## src/rtl/centered_moving_average_assert.svh

```systemverilog
// assertion macros for the centered moving average block
// no dependencies; included by the modules that assert
`ifndef CENTERED_MOVING_AVERAGE_ASSERT_SVH
`define CENTERED_MOVING_AVERAGE_ASSERT_SVH

// clocked assertion, disabled while reset is low
`define CMA_ASSERT(lbl, clk, rstn, prop, msg) \
  lbl: assert property (@(posedge clk) disable iff (!rstn) prop) else $error(msg);

// clocked assertion that also holds during reset
`define CMA_ASSERT_ALWAYS(lbl, clk, prop, msg) \
  lbl: assert property (@(posedge clk) prop) else $error(msg);

`endif

```

## src/rtl/cma_pkg.sv

```systemverilog
// types and constants of the centered moving average block
// used by cma_ctrl, cma_dp and centered_moving_average
`default_nettype none
package cma_pkg;

  localparam int RING_DEPTH = 31;
  localparam int VSUM_W     = 37;
  localparam int CSUM_W     = 21;
  localparam int DIV_STEPS  = 37;

  typedef struct packed {
    logic [31:0]        sample_time;
    logic signed [31:0] sample_value;
    logic [15:0]        sample_confidence;
    logic [7:0]         quality_flags;
    logic               is_valid;
    logic               emit_wanted;
    logic               last_point;
  } in_item_t;

  typedef struct packed {
    logic [31:0]        out_time;
    logic signed [31:0] mean_value;
    logic [15:0]        mean_confidence;
    logic [7:0]         merged_flags;
    logic               final_result;
  } out_item_t;

  typedef struct packed {
    logic [31:0] time_v;
    logic [31:0] value;
    logic [15:0] conf;
    logic [7:0]  flags;
    logic        emit;
  } ring_entry_t;

  localparam int ENTRY_W = $bits(ring_entry_t);

  typedef struct packed {
    logic load;
    logic set_center;
    logic rd_age;
    logic start_sum;
    logic add_age;
    logic start_div;
    logic div_step;
    logic store_pend;
    logic push_pend;
    logic push_final;
    logic flush_init;
    logic flush_dec;
    logic end_series;
  } cmd_t;

  typedef struct packed {
    logic item_valid;
    logic item_last;
    logic seen_gt_h;
    logic center_emit;
    logic age_zero;
    logic div_done;
    logic pend_valid;
    logic out_free;
    logic flush_any;
    logic flushing;
    logic ac_zero;
  } status_t;

endpackage
`default_nettype wire

```

## src/rtl/cma_ram.sv

```systemverilog
// generic single-write, single-read ram with registered read data
// no dependencies
`default_nettype none
module cma_ram #(
  parameter int WIDTH = 8,
  parameter int DEPTH = 32
) (
  input  wire logic                     clk,
  input  wire logic                     we,
  input  wire logic [$clog2(DEPTH)-1:0] waddr,
  input  wire logic [WIDTH-1:0]         wdata,
  input  wire logic [$clog2(DEPTH)-1:0] raddr,
  output logic      [WIDTH-1:0]         rdata
);

  logic [WIDTH-1:0] mem [DEPTH];

  always_ff @(posedge clk) begin
    if (we) begin
      mem[waddr] <= wdata;
    end
    rdata <= mem[raddr];
  end

endmodule
`default_nettype wire

```

## src/rtl/cma_ctrl.sv

```systemverilog
// controller state machine of the centered moving average block
// depends on cma_pkg and centered_moving_average_assert.svh
`default_nettype none
`include "centered_moving_average_assert.svh"
module cma_ctrl (
  input  wire logic             clk,
  input  wire logic             rst_n,
  input  wire logic             in_valid,
  output logic                  in_ready,
  input  wire cma_pkg::status_t sts,
  output cma_pkg::cmd_t         cmd
);

  typedef enum logic [3:0] {
    ST_IDLE, ST_CHECK_NEW, ST_C_RD, ST_C_CHK, ST_S_RD, ST_S_ADD,
    ST_DIV_INIT, ST_DIV, ST_PEND, ST_NEXT, ST_FLUSH_CHK, ST_FINISH
  } state_t;

  state_t state_r, state_nxt;

  assign in_ready = (state_r == ST_IDLE);

  always_comb begin
    cmd = '0;
    state_nxt = state_r;
    case (state_r)
      ST_IDLE: begin
        if (in_valid) begin
          cmd.load = 1'b1;
          state_nxt = ST_CHECK_NEW;
        end
      end
      ST_CHECK_NEW: begin
        if (sts.item_valid && sts.seen_gt_h) begin
          cmd.set_center = 1'b1;
          state_nxt = ST_C_RD;
        end else begin
          state_nxt = ST_FLUSH_CHK;
        end
      end
      ST_C_RD: state_nxt = ST_C_CHK;
      ST_C_CHK: begin
        if (sts.center_emit) begin
          cmd.start_sum = 1'b1;
          state_nxt = ST_S_RD;
        end else begin
          state_nxt = ST_NEXT;
        end
      end
      ST_S_RD: begin
        cmd.rd_age = 1'b1;
        state_nxt = ST_S_ADD;
      end
      ST_S_ADD: begin
        cmd.add_age = 1'b1;
        state_nxt = sts.age_zero ? ST_DIV_INIT : ST_S_RD;
      end
      ST_DIV_INIT: begin
        cmd.start_div = 1'b1;
        state_nxt = ST_DIV;
      end
      ST_DIV: begin
        if (sts.div_done) begin
          state_nxt = ST_PEND;
        end else begin
          cmd.div_step = 1'b1;
        end
      end
      ST_PEND: begin
        if (!sts.pend_valid || sts.out_free) begin
          cmd.store_pend = 1'b1;
          cmd.push_pend = sts.pend_valid;
          state_nxt = ST_NEXT;
        end
      end
      ST_NEXT: begin
        if (sts.flushing) begin
          if (sts.ac_zero) begin
            state_nxt = ST_FINISH;
          end else begin
            cmd.flush_dec = 1'b1;
            state_nxt = ST_C_RD;
          end
        end else begin
          state_nxt = ST_FLUSH_CHK;
        end
      end
      ST_FLUSH_CHK: begin
        if (sts.item_last && sts.flush_any) begin
          cmd.flush_init = 1'b1;
          state_nxt = ST_C_RD;
        end else begin
          state_nxt = ST_FINISH;
        end
      end
      ST_FINISH: begin
        if (!sts.pend_valid || sts.out_free) begin
          cmd.push_pend = sts.pend_valid;
          cmd.push_final = sts.item_last;
          cmd.end_series = sts.item_last;
          state_nxt = ST_IDLE;
        end
      end
      default: state_nxt = ST_IDLE;
    endcase
  end

  always_ff @(posedge clk) begin
    if (!rst_n) begin
      state_r <= ST_IDLE;
    end else begin
      state_r <= state_nxt;
    end
  end

  `CMA_ASSERT(a_push_needs_room, clk, rst_n, cmd.push_pend |-> sts.out_free, "push into busy output")
  `CMA_ASSERT(a_push_has_data, clk, rst_n, cmd.push_pend |-> sts.pend_valid, "push without result")
  `CMA_ASSERT(a_load_leaves_idle, clk, rst_n, cmd.load |=> !in_ready, "ready after request")

endmodule
`default_nettype wire

```

## src/rtl/cma_dp.sv

```systemverilog
// datapath of the centered moving average block: ring, sums, serial divider, output
// depends on cma_pkg, cma_ram and centered_moving_average_assert.svh
`default_nettype none
`include "centered_moving_average_assert.svh"
module cma_dp #(
  parameter int MAX_HALF_WIDTH = 15
) (
  input  wire logic                clk,
  input  wire logic                rst_n,
  input  wire cma_pkg::in_item_t   in_data,
  input  wire logic                cfg_valid,
  input  wire logic [4:0]          cfg_data,
  output logic                     out_valid,
  input  wire logic                out_ready,
  output cma_pkg::out_item_t       out_data,
  input  wire cma_pkg::cmd_t       cmd,
  output cma_pkg::status_t         sts
);

  localparam logic [4:0] MAXH = 5'(MAX_HALF_WIDTH);
  localparam logic [4:0] LAST_SLOT = 5'(cma_pkg::RING_DEPTH - 1);
  localparam logic [5:0] DEPTH6 = 6'(cma_pkg::RING_DEPTH);
  localparam logic [5:0] STEPS = 6'(cma_pkg::DIV_STEPS);

  logic [4:0] ws_r;
  logic [4:0] wp_r;
  logic [5:0] seen_r;
  logic       flushing_r;
  logic [3:0] ac_r;
  logic [4:0] age_r;
  logic [4:0] n_r;
  logic [31:0] time_r;
  logic signed [cma_pkg::VSUM_W-1:0] vsum_r;
  logic [cma_pkg::CSUM_W-1:0] csum_r;
  logic [7:0] flags_r;
  logic       neg_r;
  logic [cma_pkg::VSUM_W-1:0] vdiv_r, cdiv_r;
  logic [4:0] vrem_r, crem_r;
  logic [5:0] cnt_r;
  cma_pkg::in_item_t item_r;
  cma_pkg::out_item_t pend_r, out_r;
  logic pend_valid_r, out_valid_r;

  logic [4:0] hsel;
  logic [3:0] h;
  logic [4:0] rd_sel, newest, raddr;
  logic [5:0] diff;
  logic [5:0] avail;
  logic [3:0] left, fstart;
  logic       we;
  cma_pkg::ring_entry_t wentry, rentry;
  logic [cma_pkg::ENTRY_W-1:0] rdata;
  logic [cma_pkg::VSUM_W-1:0] mag;
  logic [5:0] vtrial, ctrial;
  logic       vbit, cbit;
  logic [31:0] mean_v;
  logic       out_free;

  assign hsel = ({1'b0, ws_r[4:1]} > MAXH) ? MAXH : {1'b0, ws_r[4:1]};
  assign h = hsel[3:0];

  assign newest = (wp_r == 5'd0) ? LAST_SLOT : wp_r - 5'd1;
  assign rd_sel = cmd.rd_age ? age_r : {1'b0, ac_r};
  assign diff = {1'b0, newest} - {1'b0, rd_sel};
  always_comb begin
    logic [5:0] wrapped;
    wrapped = diff + DEPTH6;
    raddr = diff[5] ? wrapped[4:0] : diff[4:0];
  end

  assign we = cmd.load && in_data.is_valid;
  assign wentry = '{time_v: in_data.sample_time, value: in_data.sample_value,
                    conf: in_data.sample_confidence, flags: in_data.quality_flags,
                    emit: in_data.emit_wanted};

  cma_ram #(.WIDTH(cma_pkg::ENTRY_W), .DEPTH(cma_pkg::RING_DEPTH)) u_ring (
    .clk   (clk),
    .we    (we),
    .waddr (wp_r),
    .wdata (wentry),
    .raddr (raddr),
    .rdata (rdata)
  );
  assign rentry = rdata;

  assign avail = seen_r - 6'd1 - {2'b0, ac_r};
  assign left = (avail > {2'b0, h}) ? h : avail[3:0];
  assign fstart = ((seen_r - 6'd1) < {2'b0, h - 4'd1}) ? 4'(seen_r - 6'd1) : h - 4'd1;

  assign mag = vsum_r[cma_pkg::VSUM_W-1] ? 37'(-vsum_r) : 37'(vsum_r);
  assign vtrial = {vrem_r, vdiv_r[cma_pkg::VSUM_W-1]};
  assign ctrial = {crem_r, cdiv_r[cma_pkg::VSUM_W-1]};
  assign vbit = vtrial >= {1'b0, n_r};
  assign cbit = ctrial >= {1'b0, n_r};
  assign mean_v = neg_r ? -vdiv_r[31:0] : vdiv_r[31:0];

  assign out_free = !out_valid_r || out_ready;

  always_ff @(posedge clk) begin
    if (!rst_n) begin
      ws_r <= 5'd5;
      wp_r <= '0;
      seen_r <= '0;
      flushing_r <= 1'b0;
      pend_valid_r <= 1'b0;
      out_valid_r <= 1'b0;
    end else begin
      if (cfg_valid) begin
        ws_r <= cfg_data;
      end
      if (cmd.load) begin
        flushing_r <= 1'b0;
        if (in_data.is_valid) begin
          wp_r <= (wp_r == LAST_SLOT) ? 5'd0 : wp_r + 5'd1;
          seen_r <= (seen_r == 6'd63) ? seen_r : seen_r + 6'd1;
        end
      end
      if (cmd.flush_init) begin
        flushing_r <= 1'b1;
      end
      if (cmd.end_series) begin
        wp_r <= '0;
        seen_r <= '0;
      end
      if (cmd.store_pend) begin
        pend_valid_r <= 1'b1;
      end else if (cmd.push_pend) begin
        pend_valid_r <= 1'b0;
      end
      if (cmd.push_pend) begin
        out_valid_r <= 1'b1;
      end else if (out_ready) begin
        out_valid_r <= 1'b0;
      end
    end
  end

  always_ff @(posedge clk) begin
    if (cmd.load) begin
      item_r <= in_data;
    end
    if (cmd.set_center) begin
      ac_r <= h;
    end
    if (cmd.flush_init) begin
      ac_r <= fstart;
    end
    if (cmd.flush_dec) begin
      ac_r <= ac_r - 4'd1;
    end
    if (cmd.start_sum) begin
      time_r <= rentry.time_v;
      age_r <= {1'b0, ac_r} + {1'b0, left};
      n_r <= {1'b0, left} + {1'b0, ac_r} + 5'd1;
      vsum_r <= '0;
      csum_r <= '0;
      flags_r <= '0;
    end
    if (cmd.add_age) begin
      vsum_r <= vsum_r + 37'(signed'(rentry.value));
      csum_r <= csum_r + 21'(rentry.conf);
      flags_r <= flags_r | rentry.flags;
      if (age_r != 5'd0) begin
        age_r <= age_r - 5'd1;
      end
    end
    if (cmd.start_div) begin
      neg_r <= vsum_r[cma_pkg::VSUM_W-1];
      vdiv_r <= mag;
      cdiv_r <= 37'(csum_r);
      vrem_r <= '0;
      crem_r <= '0;
      cnt_r <= '0;
    end
    if (cmd.div_step) begin
      vrem_r <= vbit ? 5'(vtrial - {1'b0, n_r}) : vtrial[4:0];
      crem_r <= cbit ? 5'(ctrial - {1'b0, n_r}) : ctrial[4:0];
      vdiv_r <= {vdiv_r[cma_pkg::VSUM_W-2:0], vbit};
      cdiv_r <= {cdiv_r[cma_pkg::VSUM_W-2:0], cbit};
      cnt_r <= cnt_r + 6'd1;
    end
    if (cmd.push_pend) begin
      out_r <= {pend_r[$bits(cma_pkg::out_item_t)-1:1], cmd.push_final};
    end
    if (cmd.store_pend) begin
      pend_r <= '{out_time: time_r, mean_value: mean_v,
                  mean_confidence: cdiv_r[15:0], merged_flags: flags_r,
                  final_result: 1'b0};
    end
  end

  assign out_valid = out_valid_r;
  assign out_data = out_r;

  assign sts.item_valid = item_r.is_valid;
  assign sts.item_last = item_r.last_point;
  assign sts.seen_gt_h = seen_r > {2'b0, h};
  assign sts.center_emit = rentry.emit;
  assign sts.age_zero = (age_r == 5'd0);
  assign sts.div_done = (cnt_r == STEPS);
  assign sts.pend_valid = pend_valid_r;
  assign sts.out_free = out_free;
  assign sts.flush_any = (seen_r != 6'd0) && (h != 4'd0);
  assign sts.flushing = flushing_r;
  assign sts.ac_zero = (ac_r == 4'd0);

  `CMA_ASSERT_ALWAYS(a_wp_range, clk, !rst_n || wp_r <= LAST_SLOT, "ring pointer out of range")
  `CMA_ASSERT(a_end_clears, clk, rst_n, cmd.end_series |=> (seen_r == 6'd0 && wp_r == 5'd0), "series not cleared")
  `CMA_ASSERT(a_push_shows, clk, rst_n, cmd.push_pend |=> out_valid_r, "pushed result not shown")

endmodule
`default_nettype wire

```

## src/rtl/centered_moving_average.sv

```systemverilog
// top level of the centered moving average block
// depends on cma_pkg, cma_ctrl, cma_dp and cma_ram
//
//  channel  | handshake              | payload
//  in_      | in_valid / in_ready    | in_data   (cma_pkg::in_item_t)
//  out_     | out_valid / out_ready  | out_data  (cma_pkg::out_item_t)
//  cfg_     | cfg_valid / cfg_ready  | cfg_data  (window_size, 5 bits)
//
// one request at a time; a request loads the point, checks it and, when a centre is
// checked, reads that centre from the ring; a flush checks each flushed centre in turn
// each result reads its window points one at a time, then takes 37 divider steps
// and is stored; the serial divider and the ring reads set the pace
// reset clears the ring pointer, point count and handshake state; no clearing pass
// a stalled output holds back any request that has a result to hand over
`default_nettype none
module centered_moving_average #(
  parameter int MAX_HALF_WIDTH = 15
) (
  input  wire logic               clk,
  input  wire logic               rst_n,
  input  wire logic               in_valid,
  output logic                    in_ready,
  input  wire cma_pkg::in_item_t  in_data,
  output logic                    out_valid,
  input  wire logic               out_ready,
  output cma_pkg::out_item_t      out_data,
  input  wire logic               cfg_valid,
  output logic                    cfg_ready,
  input  wire logic [4:0]         cfg_data
);

  cma_pkg::cmd_t    cmd;
  cma_pkg::status_t sts;

  assign cfg_ready = 1'b1;

  cma_ctrl u_ctrl (
    .clk      (clk),
    .rst_n    (rst_n),
    .in_valid (in_valid),
    .in_ready (in_ready),
    .sts      (sts),
    .cmd      (cmd)
  );

  cma_dp #(.MAX_HALF_WIDTH(MAX_HALF_WIDTH)) u_dp (
    .clk       (clk),
    .rst_n     (rst_n),
    .in_data   (in_data),
    .cfg_valid (cfg_valid),
    .cfg_data  (cfg_data),
    .out_valid (out_valid),
    .out_ready (out_ready),
    .out_data  (out_data),
    .cmd       (cmd),
    .sts       (sts)
  );

endmodule
`default_nettype wire
```

## config.mk

```make
export PLATFORM = sky130hd
export DESIGN_NAME = centered_moving_average
export DESIGN_NICKNAME = d
export VERILOG_FILES = /design/src/rtl/cma_pkg.sv /design/src/rtl/cma_ram.sv /design/src/rtl/cma_ctrl.sv /design/src/rtl/cma_dp.sv /design/src/rtl/centered_moving_average.sv
export VERILOG_INCLUDE_DIRS = /design/src /design/src/rtl
export SDC_FILE = /design/constraint.sdc
export NUM_CORES = 2
export LEC_CHECK = 0
export BUFFER_PORTS_ARGS = -buffer_cell sky130_fd_sc_hd__clkbuf_2
export CORE_MARGIN = 2
export CORE_UTILIZATION = 50
export DETAILED_ROUTE_END_ITERATION = 8
export PLACE_DENSITY = 0.75
export SYNTH_ARGS = -nofsm -noshare
export SYNTH_HDL_FRONTEND = slang
export SYNTH_SLANG_ARGS = --single-unit
```

## constraint.sdc

```tcl
create_clock -name clk -period 7.9 [get_ports clk]
set_input_delay 1.185 -clock clk [delete_from_list [all_inputs] [get_ports clk]]
set_output_delay 1.185 -clock clk [all_outputs]
set_load 0.1 [all_outputs]
```

==> results.toml <==
[status]
status = "completed"

[final_layout]
final_cell_mix = "edfxtp_1, nand2_1, mux4_2"
instances_no_fill = 11467
final_common_cell = "edfxtp_1"
syn2layout_area_growth_pct = 12.66
layout.nets = 8002
fin_area_um2 = 146400
drive_above_1_share = 0.1786

[timing]
hold_viol = 0
period_needed_ns = 6.719
rsz0062_at_grt = "false"
slew_viol_final = 0
whs_ns = 0.3408
relSlewSlack = 0.1206
final.period_utilization = 0.8505
worst_slew_pin_slew_ns = 1.318
skew_ns = 0.1141
setup_viol = 0
fmax_ghz = 0.1488

[route]
drt_iter0_drc = 10427
firstDrtPassIters = 8
vias_per_cell = 6.463
vias = 74110
postRouteAntennaNets = 0
wl_per_cell_um = 29.94
drc = 0
routed_wl_mm = 343.3

[synthesis]
ys_seq_area_frac = 0.7427
avgSynthCellArea_um2 = 17.21
async_flop_share = 0
syn_inst = 7548
ys_types = 72
ys.flop_type = "edfxtp_1"
synth-edff-count = 3136
synth_seq_cells = 3252
synth_nets = 7760
synth_warnings = 0
syn_area_um2 = 129900

[worst_setup_path]
arrival_ns = 7.52
cp_data_required_time_ns = 8.71
start_kind = "flop"
worstSetupPathType = "reg2reg"
cp-end-kind = "flop"
cp_max_fo = 33
reg2reg_from = "u_ctrl.state_r[2]"
crit_start = "u_ctrl.state_r[2]"

[clocking]
cts_max_level = 5
cts.hold.buffers_added = 0
cts_buffers = 334
path_clk_slew_ns = 0.06
cts_max_path_buffers = 4
cts_root_buf = "clkbuf_16"
cts_sinks = 3252
clock_latency_ns = 1.02
post_cts_buffers = 0
cts_resized = 0
cts_tree = "done"

[pwr]
p_per_area_nw_per_um2 = 340.7
pwr-share-comb = 0.282
leakagePower_nw = 47.60
clockPowerShare = 0.313
seq_power_share = 0.405
switchingPower_mw = 15.62
p_int_mw = 34.25
ir_drop_uv = 356.7
p_sw_frac = 0.3131

[floorplanning]
die_height_um = 513.7
die_area_um2 = 263900
die_w_um = 513.7
pin_count = 193
num_rows = 187
coreArea_um2 = 259000
initial_core_util = 0.5016

[placement]
post-place-cells = 10856
postPlaceCellArea_um2 = 135500
port_buffers = 190
routabilityCongestion = 0.8698
hpwl_mm = 179.0

[global_routing]
overflow = 0
grt_max_degree = 108
grt_pass1_wl_mm = 494.0
grt_usage = 0.2565
grt_pass1_vias = 73388
antenna_found_initial = 43

[min_path]
hold_class = "reg2reg"
hp-start = "u_dp.pend_r[82]"

[job]
maxCapViolCount = 0
## synth_stat cells, types with 63 or more instances
library cell	count	area (um2)
edfxtp_1	3136	94170
nand2_1	853	3202
mux4_2	496	11170
clkbuf_1	337	1265
nor2_1	312	1171
mux2i_1	263	2633
a21oi_1	247	1236
o21ai_0	201	1006
nand3_1	117	585.6
dfxtp_1	116	2322
ha_1	104	1301
a31oi_1	97	606.8
a311oi_1	85	744.5
o31ai_1	80	600.6
xnor2_1	80	700.7
nor3_1	73	365.4
o22ai_1	70	437.9
xor2_1	67	586.8
inv_1	66	247.7
a221oi_1	64	560.5
a211oi_1	63	473.0
## power by group through the flow
stage	Sequential (mW)	Combinational (mW)	Clock (mW)
3_3_place_gp	20.5	13.5	0
5_1_grt	20.2	14.9	16.3
3_5_place_dp	20.5	13.8	0
2_1_floorplan	20.1	9.84	0
4_1_cts	20.2	13.9	15.7
6_report	20.2	14.0	15.6
## through the flow
step / setup slack (ns) / power [mW] / setup TNS (ns) / utilization
final: 1.181 / 49.87 / 0 / 0.5651
after global routing: 1.037 / 51.51 / 0 / 0.5650
after CTS: 1.249 / 49.85 / 0 / 0.5649
after detailed placement: 1.264 / 34.36 / 0 / 0.5233
after global placement: 1.348 / 34.03 / 0 / 0.5233
after floorplan: -0.9004 / 29.95 / -2364.11 / -
## worst max-delay path, cell delays in order (launching register included)
cell and delay (ns):
dfxtp_1 0.56, nand2_1 0.21, nor2_1 0.46, o21ai_0 0.52, ha_4 0.36, fa_4 1.17
ha_4 0.62, nand3_1 0.26, nand2_4 0.50, nand2_1 0.85, buf_4 0.50, o22ai_1 0.20
or3_1 0.20, o31ai_1 0.09
## final cells by class
cell class                      instances  area [um2]
Antenna cell                           18       45.04
Clock buffer                          436        9107
Clock inverter                        157        1668
Fill cell                           18698      112600
Inverter                               66       249.0
Multi-Input combinational cell       3787       31910
Sequential cell                      3252       96490
Tap cell                             3402        4257
Timing Repair Buffer                  349        2633
## path summary, 6_finish.rpt
check	cells after the start	to	slack (ns)
worst max-delay path	13	u_dp.u_ring.rdata[11]	1.18
worst min-delay path	0	u_dp.out_data[82]	0.34
worst max register to register	13	u_dp.u_ring.rdata[11]	1.18
worst min register to register	0	u_dp.out_data[82]	0.34
## state kept, by name, summed over array words and instances, names as in the netlist, 6 cells and up
register,cells
u_dp.u_ring.mem,2759
u_dp.out_data,89
u_dp.u_ring.rdata,89
u_dp.pend_r,88
u_dp.cdiv_r,37
u_dp.vdiv_r,37
u_dp.vsum_r,37
u_dp.time_r,32
u_dp.csum_r,21
u_dp.flags_r,8
u_dp.cnt_r,6
u_dp.seen_r,6
## routing by layer
metal	share of wire	global-route usage
met5	0.00055	0
met4	0.043	0.1076
met3	0.12	0.06408
met2	0.47	0.4049
met1	0.36	0.3413
## cell families after synthesis
family / after synthesis / synth area share
buf+inv: 509 / 0.01529
fa+ha+maj: 111 / 0.01109
simple gates: 1606 / 0.05349
xor+xnor: 148 / 0.01004
other cells: 1 / 0.00002887
compound gates: 1131 / 0.05837
flops: 3252 / 0.7427
mux: 790 / 0.1089
Note: power is estimated with default switching activity, not from simulation.
